$ cat src/design/blhm_pkg.sv
// shared constants for the battery level hysteresis monitor
package blhm_pkg;

    // data widths
    localparam int ADC_W  = 12;
    localparam int HYS_W  = 10;
    localparam int LVL_W  = 3;
    localparam int CMP_W  = 14;   // signed compare width, holds thr +/- hysteresis
    localparam int SIN_W  = 16;   // s_tdata width
    localparam int MOUT_W = 32;   // m_tdata width

    // filter and confirm settings
    localparam int FILTER_SHIFT  = 3;
    localparam int CONFIRM_COUNT = 3;
    localparam int CNT_W         = $clog2(CONFIRM_COUNT + 1);

    localparam logic [ADC_W-1:0] ADC_MAX = {ADC_W{1'b1}};

    // level codes
    localparam logic [LVL_W-1:0] LV_FULL = 3'd0;
    localparam logic [LVL_W-1:0] LV_HIGH = 3'd1;
    localparam logic [LVL_W-1:0] LV_MID  = 3'd2;
    localparam logic [LVL_W-1:0] LV_LOW  = 3'd3;
    localparam logic [LVL_W-1:0] LV_CRIT = 3'd4;

    // request kinds carried in s_tuser
    localparam logic REQ_STEP = 1'b0;
    localparam logic REQ_INIT = 1'b1;

    // configuration register indexes
    localparam int CFG_IDX_W = 3;
    localparam logic [CFG_IDX_W-1:0] CFG_FULL_THR  = 3'd0;
    localparam logic [CFG_IDX_W-1:0] CFG_MID_THR   = 3'd1;
    localparam logic [CFG_IDX_W-1:0] CFG_LOW_THR   = 3'd2;
    localparam logic [CFG_IDX_W-1:0] CFG_VLOW_THR  = 3'd3;
    localparam logic [CFG_IDX_W-1:0] CFG_HYST      = 3'd4;
    localparam logic [CFG_IDX_W-1:0] CFG_DROP_H    = 3'd5;
    localparam logic [CFG_IDX_W-1:0] CFG_DROP_V1   = 3'd6;
    localparam logic [CFG_IDX_W-1:0] CFG_DROP_V2   = 3'd7;

    // configuration reset values
    localparam logic [ADC_W-1:0] RST_FULL_THR = 12'd3200;
    localparam logic [ADC_W-1:0] RST_MID_THR  = 12'd2900;
    localparam logic [ADC_W-1:0] RST_LOW_THR  = 12'd2600;
    localparam logic [ADC_W-1:0] RST_VLOW_THR = 12'd2400;
    localparam logic [HYS_W-1:0] RST_HYST     = 10'd20;
    localparam logic [HYS_W-1:0] RST_DROP     = 10'd40;

endpackage

$ cat src/design/battery_level_hysteresis_monitor_core.sv
// battery level hysteresis monitor: filter, drop compensation, level tracking
//
// channel   dir  width  beat content
// -------   ---  -----  -----------------------------------------------------
// s_ (in)   in   16+1   tdata: adc sample, laser flags; tuser: request kind
// m_ (out)  out  32     tdata: level, shutdown, filtered, compensated, blink
// cfg_      in   3+12   write enable, register index, write data
//
// one beat in, one beat out; a new sample can enter every cycle while m_tready is high
// a beat passes the input register, then the result register
// filter, compensation and level state update together as the beat leaves the input register
// aresetn is synchronous, clears filter, level, counter and config to defaults
// a stalled result register holds its beat while the input register still
// takes one more sample, so s_tready only drops when both stages are full
module battery_level_hysteresis_monitor_core (
    input  logic                        aclk,
    input  logic                        aresetn,
    // input channel
    input  logic                        s_tvalid,
    output logic                        s_tready,
    // [11:0] adc_sample, [12] laser_h_on, [13] laser_v1_on, [14] laser_v2_on
    input  logic [blhm_pkg::SIN_W-1:0]  s_tdata,
    // [0] req_type
    input  logic                        s_tuser,
    // result channel
    output logic                        m_tvalid,
    input  logic                        m_tready,
    // [2:0] level_state, [3] shutdown_request, [15:4] filtered_value,
    // [27:16] compensated_value, [28] low_blink
    output logic [blhm_pkg::MOUT_W-1:0] m_tdata,
    // configuration write port
    input  logic                        cfg_wr_en,
    input  logic [blhm_pkg::CFG_IDX_W-1:0] cfg_index,
    input  logic [blhm_pkg::ADC_W-1:0]  cfg_wdata
);
    import blhm_pkg::*;

    // configuration registers
    logic [ADC_W-1:0] full_thr_reg, mid_thr_reg, low_thr_reg, vlow_thr_reg;
    logic [HYS_W-1:0] hyst_reg, drop_h_reg, drop_v1_reg, drop_v2_reg;

    // input stage
    logic             in_valid_reg;
    logic             in_req_reg;
    logic [ADC_W-1:0] in_sample_reg;
    logic             in_lh_reg, in_lv1_reg, in_lv2_reg;

    // block state
    logic [ADC_W-1:0] filt_reg, filt_next;
    logic [LVL_W-1:0] level_reg, level_next;
    logic [CNT_W-1:0] crit_cnt_reg, crit_cnt_next;
    logic             shutdown_reg, shutdown_next;

    // result stage
    logic             out_valid_reg;
    logic [ADC_W-1:0] out_comp_reg, comp_next;

    logic s_fire;
    logic advance;
    logic do_item;

    // filter datapath
    logic signed [ADC_W:0]   delta;
    logic signed [ADC_W:0]   delta_sh;
    logic signed [CMP_W-1:0] filt_sum;
    logic [ADC_W-1:0]        filt_clamp;
    logic [ADC_W-1:0]        filt_step;
    logic [ADC_W:0]          comp_sum;
    logic [ADC_W-1:0]        comp_sat;

    // signed compare operands
    logic signed [CMP_W-1:0] v_s, full_s, mid_s, low_s, vlow_s, hys_s;
    logic [LVL_W-1:0]        step_level;
    logic [LVL_W-1:0]        init_level;

    // handshake: result register frees up when empty or being taken
    assign advance  = !out_valid_reg || m_tready;
    assign s_tready = !in_valid_reg || advance;
    assign s_fire   = s_tvalid && s_tready;
    assign do_item  = in_valid_reg && advance;

    // first-order filter, arithmetic shift rounds toward minus infinity
    always_comb begin
        delta    = $signed({1'b0, in_sample_reg}) - $signed({1'b0, filt_reg});
        delta_sh = delta >>> FILTER_SHIFT;
        filt_sum = $signed({2'b00, filt_reg})
                   + $signed({{(CMP_W-ADC_W-1){delta_sh[ADC_W]}}, delta_sh});
        if (filt_sum < 0) begin
            filt_clamp = '0;
        end else if (filt_sum > $signed({2'b00, ADC_MAX})) begin
            filt_clamp = ADC_MAX;
        end else begin
            filt_clamp = filt_sum[ADC_W-1:0];
        end
        // zero accumulator means not loaded yet: take the raw sample
        filt_step = (filt_reg == '0) ? in_sample_reg : filt_clamp;
    end

    // ir-drop compensation per active laser, saturated at full scale
    always_comb begin
        comp_sum = {1'b0, filt_step}
                   + (in_lh_reg  ? {3'b000, drop_h_reg}  : '0)
                   + (in_lv1_reg ? {3'b000, drop_v1_reg} : '0)
                   + (in_lv2_reg ? {3'b000, drop_v2_reg} : '0);
        comp_sat = comp_sum[ADC_W] ? ADC_MAX : comp_sum[ADC_W-1:0];
    end

    // hysteresis level tracking, signed so thr - hys may go negative
    always_comb begin
        v_s    = $signed({2'b00, comp_sat});
        full_s = $signed({2'b00, full_thr_reg});
        mid_s  = $signed({2'b00, mid_thr_reg});
        low_s  = $signed({2'b00, low_thr_reg});
        vlow_s = $signed({2'b00, vlow_thr_reg});
        hys_s  = $signed({4'b0000, hyst_reg});
        unique case (level_reg)
            LV_FULL: begin
                step_level = (v_s < full_s - hys_s) ? LV_HIGH : LV_FULL;
            end
            LV_HIGH: begin
                if (v_s >= full_s + hys_s) begin
                    step_level = LV_FULL;
                end else if (v_s < mid_s - hys_s) begin
                    step_level = LV_MID;
                end else begin
                    step_level = LV_HIGH;
                end
            end
            LV_MID: begin
                if (v_s >= mid_s + hys_s) begin
                    step_level = LV_HIGH;
                end else if (v_s < low_s - hys_s) begin
                    step_level = LV_LOW;
                end else begin
                    step_level = LV_MID;
                end
            end
            LV_LOW: begin
                if (v_s >= low_s + hys_s) begin
                    step_level = LV_MID;
                end else if (v_s < vlow_s) begin
                    step_level = LV_CRIT;
                end else begin
                    step_level = LV_LOW;
                end
            end
            LV_CRIT: begin
                // back to low at the plain low threshold, no hysteresis
                step_level = (v_s >= low_s) ? LV_LOW : LV_CRIT;
            end
            default: begin
                step_level = LV_CRIT;
            end
        endcase
    end

    // direct classification on an init request
    always_comb begin
        priority if (in_sample_reg >= full_thr_reg) begin
            init_level = LV_FULL;
        end else if (in_sample_reg >= mid_thr_reg) begin
            init_level = LV_HIGH;
        end else if (in_sample_reg >= low_thr_reg) begin
            init_level = LV_MID;
        end else if (in_sample_reg >= vlow_thr_reg) begin
            init_level = LV_LOW;
        end else begin
            init_level = LV_CRIT;
        end
    end

    // next state for the item in the input register
    always_comb begin
        filt_next     = filt_reg;
        level_next    = level_reg;
        crit_cnt_next = crit_cnt_reg;
        shutdown_next = shutdown_reg;
        comp_next     = out_comp_reg;
        if (do_item) begin
            if (in_req_reg == REQ_INIT) begin
                filt_next     = in_sample_reg;
                level_next    = init_level;
                // count follows the very-low compare alone, even with unordered thresholds
                crit_cnt_next = (in_sample_reg < vlow_thr_reg) ? CNT_W'(1) : '0;
                shutdown_next = 1'b0;
                comp_next     = in_sample_reg;
            end else begin
                filt_next  = filt_step;
                level_next = step_level;
                comp_next  = comp_sat;
                if (step_level == LV_CRIT) begin
                    if (crit_cnt_reg < CNT_W'(CONFIRM_COUNT)) begin
                        crit_cnt_next = crit_cnt_reg + CNT_W'(1);
                    end
                end else begin
                    crit_cnt_next = '0;
                    shutdown_next = 1'b0;
                end
                // confirmed critical raises the shutdown request
                if (crit_cnt_next >= CNT_W'(CONFIRM_COUNT)) begin
                    shutdown_next = 1'b1;
                end
            end
        end
    end

    // configuration writes
    always_ff @(posedge aclk) begin
        if (!aresetn) begin
            full_thr_reg <= RST_FULL_THR;
            mid_thr_reg  <= RST_MID_THR;
            low_thr_reg  <= RST_LOW_THR;
            vlow_thr_reg <= RST_VLOW_THR;
            hyst_reg     <= RST_HYST;
            drop_h_reg   <= RST_DROP;
            drop_v1_reg  <= RST_DROP;
            drop_v2_reg  <= RST_DROP;
        end else if (cfg_wr_en) begin
            unique case (cfg_index)
                CFG_FULL_THR: full_thr_reg <= cfg_wdata;
                CFG_MID_THR:  mid_thr_reg  <= cfg_wdata;
                CFG_LOW_THR:  low_thr_reg  <= cfg_wdata;
                CFG_VLOW_THR: vlow_thr_reg <= cfg_wdata;
                CFG_HYST:     hyst_reg     <= cfg_wdata[HYS_W-1:0];
                CFG_DROP_H:   drop_h_reg   <= cfg_wdata[HYS_W-1:0];
                CFG_DROP_V1:  drop_v1_reg  <= cfg_wdata[HYS_W-1:0];
                CFG_DROP_V2:  drop_v2_reg  <= cfg_wdata[HYS_W-1:0];
                default: begin
                end
            endcase
        end
    end

    // control and state registers
    always_ff @(posedge aclk) begin
        if (!aresetn) begin
            in_valid_reg  <= 1'b0;
            out_valid_reg <= 1'b0;
            filt_reg      <= '0;
            level_reg     <= LV_FULL;
            crit_cnt_reg  <= '0;
            shutdown_reg  <= 1'b0;
        end else begin
            if (s_fire) begin
                in_valid_reg <= 1'b1;
            end else if (advance) begin
                in_valid_reg <= 1'b0;
            end
            if (advance) begin
                out_valid_reg <= in_valid_reg;
            end
            filt_reg     <= filt_next;
            level_reg    <= level_next;
            crit_cnt_reg <= crit_cnt_next;
            shutdown_reg <= shutdown_next;
        end
    end

    // payload registers
    always_ff @(posedge aclk) begin
        if (s_fire) begin
            in_req_reg    <= s_tuser;
            in_sample_reg <= s_tdata[ADC_W-1:0];
            in_lh_reg     <= s_tdata[ADC_W];
            in_lv1_reg    <= s_tdata[ADC_W+1];
            in_lv2_reg    <= s_tdata[ADC_W+2];
        end
        out_comp_reg <= comp_next;
    end

    // result beat straight from the state registers
    assign m_tvalid = out_valid_reg;
    assign m_tdata  = {3'b000, (level_reg == LV_LOW), out_comp_reg, filt_reg,
                       shutdown_reg, level_reg};

    // checks
    a_shutdown_only_critical: assert property (@(posedge aclk) disable iff (!aresetn)
        shutdown_reg |-> (level_reg == LV_CRIT))
        else $error("shutdown request outside critical level");

    a_count_outside_critical: assert property (@(posedge aclk) disable iff (!aresetn)
        ((crit_cnt_reg != '0) && (level_reg != LV_CRIT)) |-> (crit_cnt_reg == CNT_W'(1)))
        else $error("critical count running outside critical level");

    a_count_bounded: assert property (@(posedge aclk) disable iff (!aresetn)
        crit_cnt_reg <= CNT_W'(CONFIRM_COUNT))
        else $error("critical count beyond confirm limit");

    a_shutdown_confirmed: assert property (@(posedge aclk) disable iff (!aresetn)
        shutdown_reg |-> (crit_cnt_reg >= CNT_W'(CONFIRM_COUNT)))
        else $error("shutdown request without confirmed critical count");

    a_held_result_keeps_state: assert property (@(posedge aclk) disable iff (!aresetn)
        (out_valid_reg && !m_tready) |=> ($stable(level_reg) && $stable(filt_reg)))
        else $error("state moved while result beat was stalled");

endmodule
$ cat config.mk
export PLATFORM = sky130hd
export DESIGN_NAME = battery_level_hysteresis_monitor_core
export DESIGN_NICKNAME = d
export VERILOG_FILES = /design/src/design/blhm_pkg.sv /design/src/design/battery_level_hysteresis_monitor_core.sv
export SDC_FILE = /design/constraint.sdc
export NUM_CORES = 1
export LEC_CHECK = 0
export BUFFER_PORTS_ARGS = -buffer_cell sky130_fd_sc_hd__buf_4
export CORE_MARGIN = 4
export CORE_UTILIZATION = 52
export DETAILED_ROUTE_END_ITERATION = 12
export GPL_TIMING_DRIVEN = 0
export PLACE_DENSITY = 0.69
export SKIP_LAST_GASP = 1
export SLEW_MARGIN = 10
export SYNTH_ARGS = -nofsm -noshare
export SYNTH_HDL_FRONTEND = slang
export SYNTH_SLANG_ARGS = --single-unit
$ cat constraint.sdc
create_clock -name aclk -period 27.5 [get_ports aclk]
set_clock_uncertainty 0.2 [all_clocks]
set_input_delay 4.125 -clock aclk [delete_from_list [all_inputs] [get_ports aclk]]
set_output_delay 4.125 -clock aclk [all_outputs]
set_load 0.03 [all_outputs]
After elaboration in Yosys (flattened, before gate mapping)
Index checks and enable logic that the tools add are counted.
W data, S select, Z words.
{"block": "totals", "wordCells": 115, "out_inout_bits": 34, "input_bits": 37, "register_bits": 136}
{"block": "op_classes", "add_sub_neg": 12, "magnitude_cmp": 17, "mux": 34, "n_eq_ne": 13, "n_reduce_logical": 19}
{"cell": "$mux W12", "count": 6}
{"cell": "$ge A12 B12 Y1", "count": 5}
{"cell": "$add A12 B10 Y13", "count": 4}
{"cell": "$ge A12 B13 Y1", "count": 3}
{"cell": "$lt A13 B13 Y1", "count": 3}
{"cell": "$sub A12 B10 Y13", "count": 3}
{"cell": "$mux W10", "count": 3}
{"cell": "$add A13 B10 Y13", "count": 2}
{"cell": "$lt A12 B12 Y1", "count": 2}
{"cell": "$mux W3", "count": 8}
{"cell": "$eq A3 B3 Y1 const B", "count": 6}
{"cell": "$reduce_and A2 Y1", "count": 9}
{"cell": "$mux W2", "count": 8}
{"cell": "$pmux W3 S5", "count": 1}
{"cell": "$add A13 B10 Y14", "count": 1}
{"cell": "$gt A14 B13 Y1 const B", "count": 1}
{"cell": "$lt A14 B1 Y1 const B", "count": 1}
{"cell": "$sub A12 B12 Y13", "count": 1}
{"cell": "$eq A3 B2 Y1 const B", "count": 4}
{"cell": "$logic_not A12 Y1", "count": 1}
{"cell": "$mux W1", "count": 8}
{"cell": "$eq A3 B1 Y1 const B", "count": 2}
{"cell": "$logic_not A3 Y1", "count": 2}
{"cell": "$ne A3 B2 Y1 const B", "count": 1}
{"cell": "7 further kinds", "count": 10}

Depth between registers and ports, before layout
{"block": "logic_depth", "depth_word": 21, "depth_mapped": 46, "depth_no_buf": 44}

Worst setup path before layout
OpenSTA, ideal clock, no wires.
{"block": "synth_path", "path_kind": "register to register", "startpoint": "register filt_reg[1]", "endpoint": "register level_reg[2]", "required_time_ns": 27.164, "t_arrival_ns": 9.159, "period_less_slack_ns": 9.495, "stages_incl_launch_ff": 43, "setup_slack_ns": 18.005, "setup_time_ns": 0.136, "cell_sequence": "dfxtp_1 > inv_1 > ha_1 > a2111oi_4 > nor3b_1 > o21a_1 > o21ai_0 > a21boi_0 > o21a_1 > o21ai_0 > a21boi_0 > nor2_1 > xnor2_1 > ha_1 > and3_1 > a21oi_1 > inv_1 > o31ai_1 > (+7 left out) > ha_1 > fa_1 > a21o_1 > a221oi_2 > xnor2_1 > nor3_2 > inv_1 > ha_1 > o211ai_1 > or2_2 > o21ai_0 > o2bb2ai_1 > nand3_1 > a2111oi_0 > a211oi_1 > and4_1 > o21ai_1 > a31oi_1"}
{"block": "synth_via", "elab_chain_cells": 15, "word_cells_on_any_way": 20}
{"element": "start, declared", "line_no": "battery_level_hysteresis_monitor_core.sv:49", "source": "logic [ADC_W-1:0] filt_reg, filt_next;"}
{"element": "start signal, assigned", "line_no": "battery_level_hysteresis_monitor_core.sv:252", "source": "filt_reg <= filt_next;"}
{"element": "$sub A12 B12 Y13", "line_no": "battery_level_hysteresis_monitor_core.sv:84", "source": "delta = $signed({1'b0, in_sample_reg}) - $signed({1'b0, filt_reg});"}
{"element": "$add A13 B10 Y14", "line_no": "battery_level_hysteresis_monitor_core.sv:87", "source": "+ $signed({{(CMP_W-ADC_W-1){delta_sh[ADC_W]}}, delta_sh});"}
{"element": "$gt A14 B13 Y1", "line_no": "battery_level_hysteresis_monitor_core.sv:90", "source": "end else if (filt_sum > $signed({2'b00, ADC_MAX})) begin"}
{"element": "$mux W12", "line_no": "battery_level_hysteresis_monitor_core.sv:90"}
{"element": "$mux W12", "line_no": "battery_level_hysteresis_monitor_core.sv:88", "source": "if (filt_sum < 0) begin"}
{"element": "$mux W12 *", "line_no": "battery_level_hysteresis_monitor_core.sv:96", "source": "filt_step = (filt_reg == '0) ? in_sample_reg : filt_clamp;"}
{"element": "$add A12 B10 Y13 *", "line_no": "battery_level_hysteresis_monitor_core.sv:102", "source": "+ (in_lh_reg ? {3'b000, drop_h_reg} : '0)"}
{"element": "$add A13 B10 Y13 *", "line_no": "battery_level_hysteresis_monitor_core.sv:103", "source": "+ (in_lv1_reg ? {3'b000, drop_v1_reg} : '0)"}
{"element": "$add A13 B10 Y13 *", "line_no": "battery_level_hysteresis_monitor_core.sv:104", "source": "+ (in_lv2_reg ? {3'b000, drop_v2_reg} : '0);"}
{"element": "$mux W12 *", "line_no": "battery_level_hysteresis_monitor_core.sv:105", "source": "comp_sat = comp_sum[ADC_W] ? ADC_MAX : comp_sum[ADC_W-1:0];"}
{"element": "$lt A12 B12 Y1", "line_no": "battery_level_hysteresis_monitor_core.sv:141", "source": "end else if (v_s < vlow_s) begin"}
{"element": "$mux W3", "line_no": "battery_level_hysteresis_monitor_core.sv:141"}
{"element": "$mux W3", "line_no": "battery_level_hysteresis_monitor_core.sv:139", "source": "if (v_s >= low_s + hys_s) begin"}
{"element": "$pmux W3 S5 *", "line_no": "battery_level_hysteresis_monitor_core.sv:116", "source": "unique case (level_reg)"}
{"element": "$mux W3 *", "line_no": "battery_level_hysteresis_monitor_core.sv:180", "source": "if (in_req_reg == REQ_INIT) begin"}
{"element": "end signal, assigned", "line_no": "battery_level_hysteresis_monitor_core.sv:253", "source": "level_reg <= level_next;"}
{"element": "end, declared", "line_no": "battery_level_hysteresis_monitor_core.sv:50", "source": "logic [LVL_W-1:0] level_reg, level_next;"}
Mark *: on every way between the ends. The rest lies on a longest branch, timed or not.
A chain may end at the register's enable or synchronous reset.

Worst setup path in the final report
{"block": "layout_path", "startpoint": "register in_sample_reg[1]", "endpoint": "register level_reg[2]"}
{"block": "layout_via", "elab_chain_cells": 15, "word_cells_on_any_way": 27}
{"element": "start, declared", "line_no": "battery_level_hysteresis_monitor_core.sv:45", "source": "logic [ADC_W-1:0] in_sample_reg;"}
{"element": "start signal, assigned", "line_no": "battery_level_hysteresis_monitor_core.sv:263", "source": "in_sample_reg <= s_tdata[ADC_W-1:0];"}
{"element": "$sub A12 B12 Y13", "line_no": "battery_level_hysteresis_monitor_core.sv:84"}
{"element": "$add A13 B10 Y14", "line_no": "battery_level_hysteresis_monitor_core.sv:87"}
{"element": "$gt A14 B13 Y1", "line_no": "battery_level_hysteresis_monitor_core.sv:90"}
{"element": "$mux W12", "line_no": "battery_level_hysteresis_monitor_core.sv:90"}
{"element": "$mux W12", "line_no": "battery_level_hysteresis_monitor_core.sv:88"}
{"element": "$mux W12", "line_no": "battery_level_hysteresis_monitor_core.sv:96"}
{"element": "$add A12 B10 Y13", "line_no": "battery_level_hysteresis_monitor_core.sv:102"}
{"element": "$add A13 B10 Y13", "line_no": "battery_level_hysteresis_monitor_core.sv:103"}
{"element": "$add A13 B10 Y13", "line_no": "battery_level_hysteresis_monitor_core.sv:104"}
{"element": "$mux W12", "line_no": "battery_level_hysteresis_monitor_core.sv:105"}
{"element": "$lt A12 B12 Y1", "line_no": "battery_level_hysteresis_monitor_core.sv:141"}
{"element": "$mux W3", "line_no": "battery_level_hysteresis_monitor_core.sv:141"}
{"element": "$mux W3", "line_no": "battery_level_hysteresis_monitor_core.sv:139"}
{"element": "$pmux W3 S5", "line_no": "battery_level_hysteresis_monitor_core.sv:116"}
{"element": "$mux W3 *", "line_no": "battery_level_hysteresis_monitor_core.sv:180"}
Marked as above.

==> impl_metrics.tcl <==
set metrics [dict create \
    relSlewSlack_pct 21.09 \
    cp.arrival_ps 12120 \
    wl_met3_um 2887 \
    synth_cells 1746 \
    crit_path_start "in_sample_reg[1]" \
    routed.top_layer "met4" \
    htree_levels 4 \
    ir_worst_vdd_v 0.00004760 \
    ys_ff_latch 136 \
    met1_length_um 18960 \
    overflow 0 \
    vias_per_cell 6.084 \
    rsz0062_at_grt "no" \
    vias 13177 \
    dpl-instance-area_um2 14710 \
    timing.rr.end "level_reg[2]" \
    status "complete, no violations" \
    synthToLayoutAreaGrowth_pct 9.972 \
    ys.flop_type "dfxtp_1" \
    endpoint "level_reg[2]" \
    slowest_delay_ps 730 \
    synthXorXnorAreaFrac_pct 6.381 \
    synth_top_family_by_area "compound AO/OA/AOI/OAI gates" \
    synth_compound_area_share_pct 23.50 \
    grt_usage_pct 30.00 \
    grt_max_degree 22 \
    ys_warn_count 0 \
    seq_area_um2 3003 \
    core_area_um2 26210 \
    crit_type "flip-flop to flip-flop" \
    crit_slowest_cell "nor3_2" \
    drtIter0Drc 1118 \
    die_area_um2 29410 \
    grt_pass1_vias 12894 \
    r2r-start "in_sample_reg[1]" \
    critPathMaxFanout 10 \
    maxSlewViolCount 0 \
    regToRegSetupSlack_ps 15460 \
    hold_path_class "flip-flop to flip-flop" \
    ant_nets 0 \
    tightest_slew_ps 1184 \
    setup_tns_ps 0 \
    syn_area_um2 13900 \
    cts.sinks 136 \
    cp-start-kind "flip-flop" \
    async_flop_share_pct 0 \
    rows 59 \
    wl_per_cell_um 20.59 \
    maxCapViolCount 0 \
    drive_gt1_share_pct 7.537 \
    drc_errors 0 \
    grt_pass1_wl_um 68560 \
    synth-simple-area-share_pct 19.77 \
    syn_avg_cell_area_um2 7.962 \
    multi_input_comb_area_um2 9988 \
    num_antenna_cells 0 \
    worstSkewPairLatency_ps 430 \
    power_density_nw_per_um2 79.05 \
    timing.hold.ws_ps 258.5 \
    cts.reportedPaths.clkPinSlew_ps 60 \
    start_util_pct 53.05 \
    synth_edf_count 28 \
    yosysTopAreaCell "ha_1" \
    critPathCaptureType "flip-flop" \
    cts_buffers 17 \
    synth_top_cell_area_share_pct 16.83 \
    finalHoldViolations 0 \
    cts.path.max_buffers 2 \
    cts-root-buf "clkbuf_16" \
    post_cts_buffers 0 \
    io_pins 71 \
    place_hpwl_um 35990 \
    port_buffers 51 \
    cts-hold-fix-buffers 0 \
    wl_met2_um 20740 \
    nets 2069 \
    required_ps 27580 \
    setup_viol 0 \
    antenna_found_initial 0 \
    synth_fa_ha_area_share_pct 21.74 \
    synth_mux_area_share_pct 0.3780 \
    synthTopCellsByArea "ha_1 (17%), dfxtp_1 (16%), nand2_1 (6.6%), edfxtp_1 (6.0%), xnor2_1 (4.7%)" \
    die_h_um 171.5 \
    fin_area_um2 15290 \
    fmax_mhz 83.08 \
    die_w_um 171.5 \
    ff2ff_path_depth 41 \
    cts_resized 0 \
    cts_tree "built" \
    synth_cell_type_count 89 \
    routed_wl_um 44600 \
    finalCritPeriodShare_pct 43.77 \
    place.gp.congestion 0.9530 \
    seq_area_frac_synth_pct 21.60 \
    fillers 2420 \
    p_leak_nw 6.534 \
    final.min_clock_period_ps 12040 \
    firstDrtPassIters 5 \
    crit_path_frequent_cell "ha_1" \
    hp-start "drop_v1_reg[2]" \
]
-- cells by family (layout without fill, tap and decap cells) --
kind of cell / count (synthesis) / after routing
compound gates: 467 / 467
xor+xnor: 98 / 98
fa+ha+maj: 228 / 228
buf+inv: 234 / 317
flops: 136 / 136
mux: 5 / 5
other cells: 1 / 3
simple gates: 577 / 577
-- through the flow --
stage	util [%]	total power, W	setup slack, ps	instances
2_1_floorplan	-	0.0007430	18010	1748
3_3_place_gp	56.14	0.0009484	16030	2134
3_5_place_dp	56.14	0.0009654	15770	2134
4_1_cts	58.34	0.001194	15660	2166
5_1_grt	58.34	0.001281	14810	2166
6_report	58.34	0.001209	15460	2166
-- synthesized netlist by cell type, types with 27 or more instances --
| master | number |
|---|---|
| nand2_1 | 245 |
| ha_1 | 187 |
| inv_1 | 151 |
| dfxtp_1 | 108 |
| a21oi_1 | 96 |
| nor2_1 | 93 |
| xnor2_1 | 74 |
| a21boi_0 | 70 |
| o21ai_0 | 56 |
| clkbuf_1 | 55 |
| nand3_1 | 48 |
| o211ai_1 | 33 |
| edfxtp_1 | 28 |
| fa_1 | 27 |
| nand2b_1 | 27 |
-- worst max-delay path: cells and delay by family, from the launching register on --
family / cells / cell delay, ps
XOR/XNOR: 2 / 450
AND/OR/NAND/NOR: 9 / 2530
adder cells (fa/ha/maj): 7 / 2690
buffers and inverters: 4 / 810
flip-flops: 1 / 610
AO/OA/AOI/OAI: 19 / 4590
-- placed cells by master, fill, tap and decap left out, drive strengths merged, types with 27 or more instances in the layout --
cell and count:
a21boi 70, a21oi 96, buf 65, clkbuf 82, dfxtp 108, edfxtp 28, fa 27, ha 187
inv 157, nand2 246, nand2b 28, nand3 48, nor2 94, nor3 29, o211ai 33, o21ai 64
xnor2 76
-- routing by layer --
layer / vias to the layer above / global-route usage (%)
met5: - / 0
met3: 113 / 3.976
met4: 0 / 13.40
met2: 467 / 50.36
li1: 6316 / -
met1: 6281 / 38.57
-- layout make-up --
| type | count | share of cell area (%) |
|---|---|---|
| Inverter | 156 | 3.830 |
| Buffer | 78 | 2.177 |
| Sequential cell | 136 | 19.64 |
| Clock buffer | 18 | 2.807 |
| Tap cell | 335 | 2.742 |
| Timing Repair Buffer | 51 | 2.504 |
| Multi-Input combinational cell | 1378 | 65.33 |
| Clock inverter | 14 | 0.9657 |
-- worst min path at each step --
stage / to / slack, ps / depth (start not counted)
CTS: drop_v1_reg[2] / 260 / 2
floorplan: drop_h_reg[3] / 230 / 2
global route: drop_v2_reg[8] / 280 / 2
finish: drop_v1_reg[2] / 260 / 2
global placement: drop_v1_reg[5] / 240 / 2
detailed placement: drop_v1_reg[5] / 250 / 2
-- power breakdown --
| group | internal [W] | switching (W) |
|---|---|---|
| Combinational | 0.000276 | 0.000476 |
| Sequential | 0.000216 | 0.0000127 |
| Clock | 0.000134 | 0.0000945 |
Power figures use the tool's default switching activity.
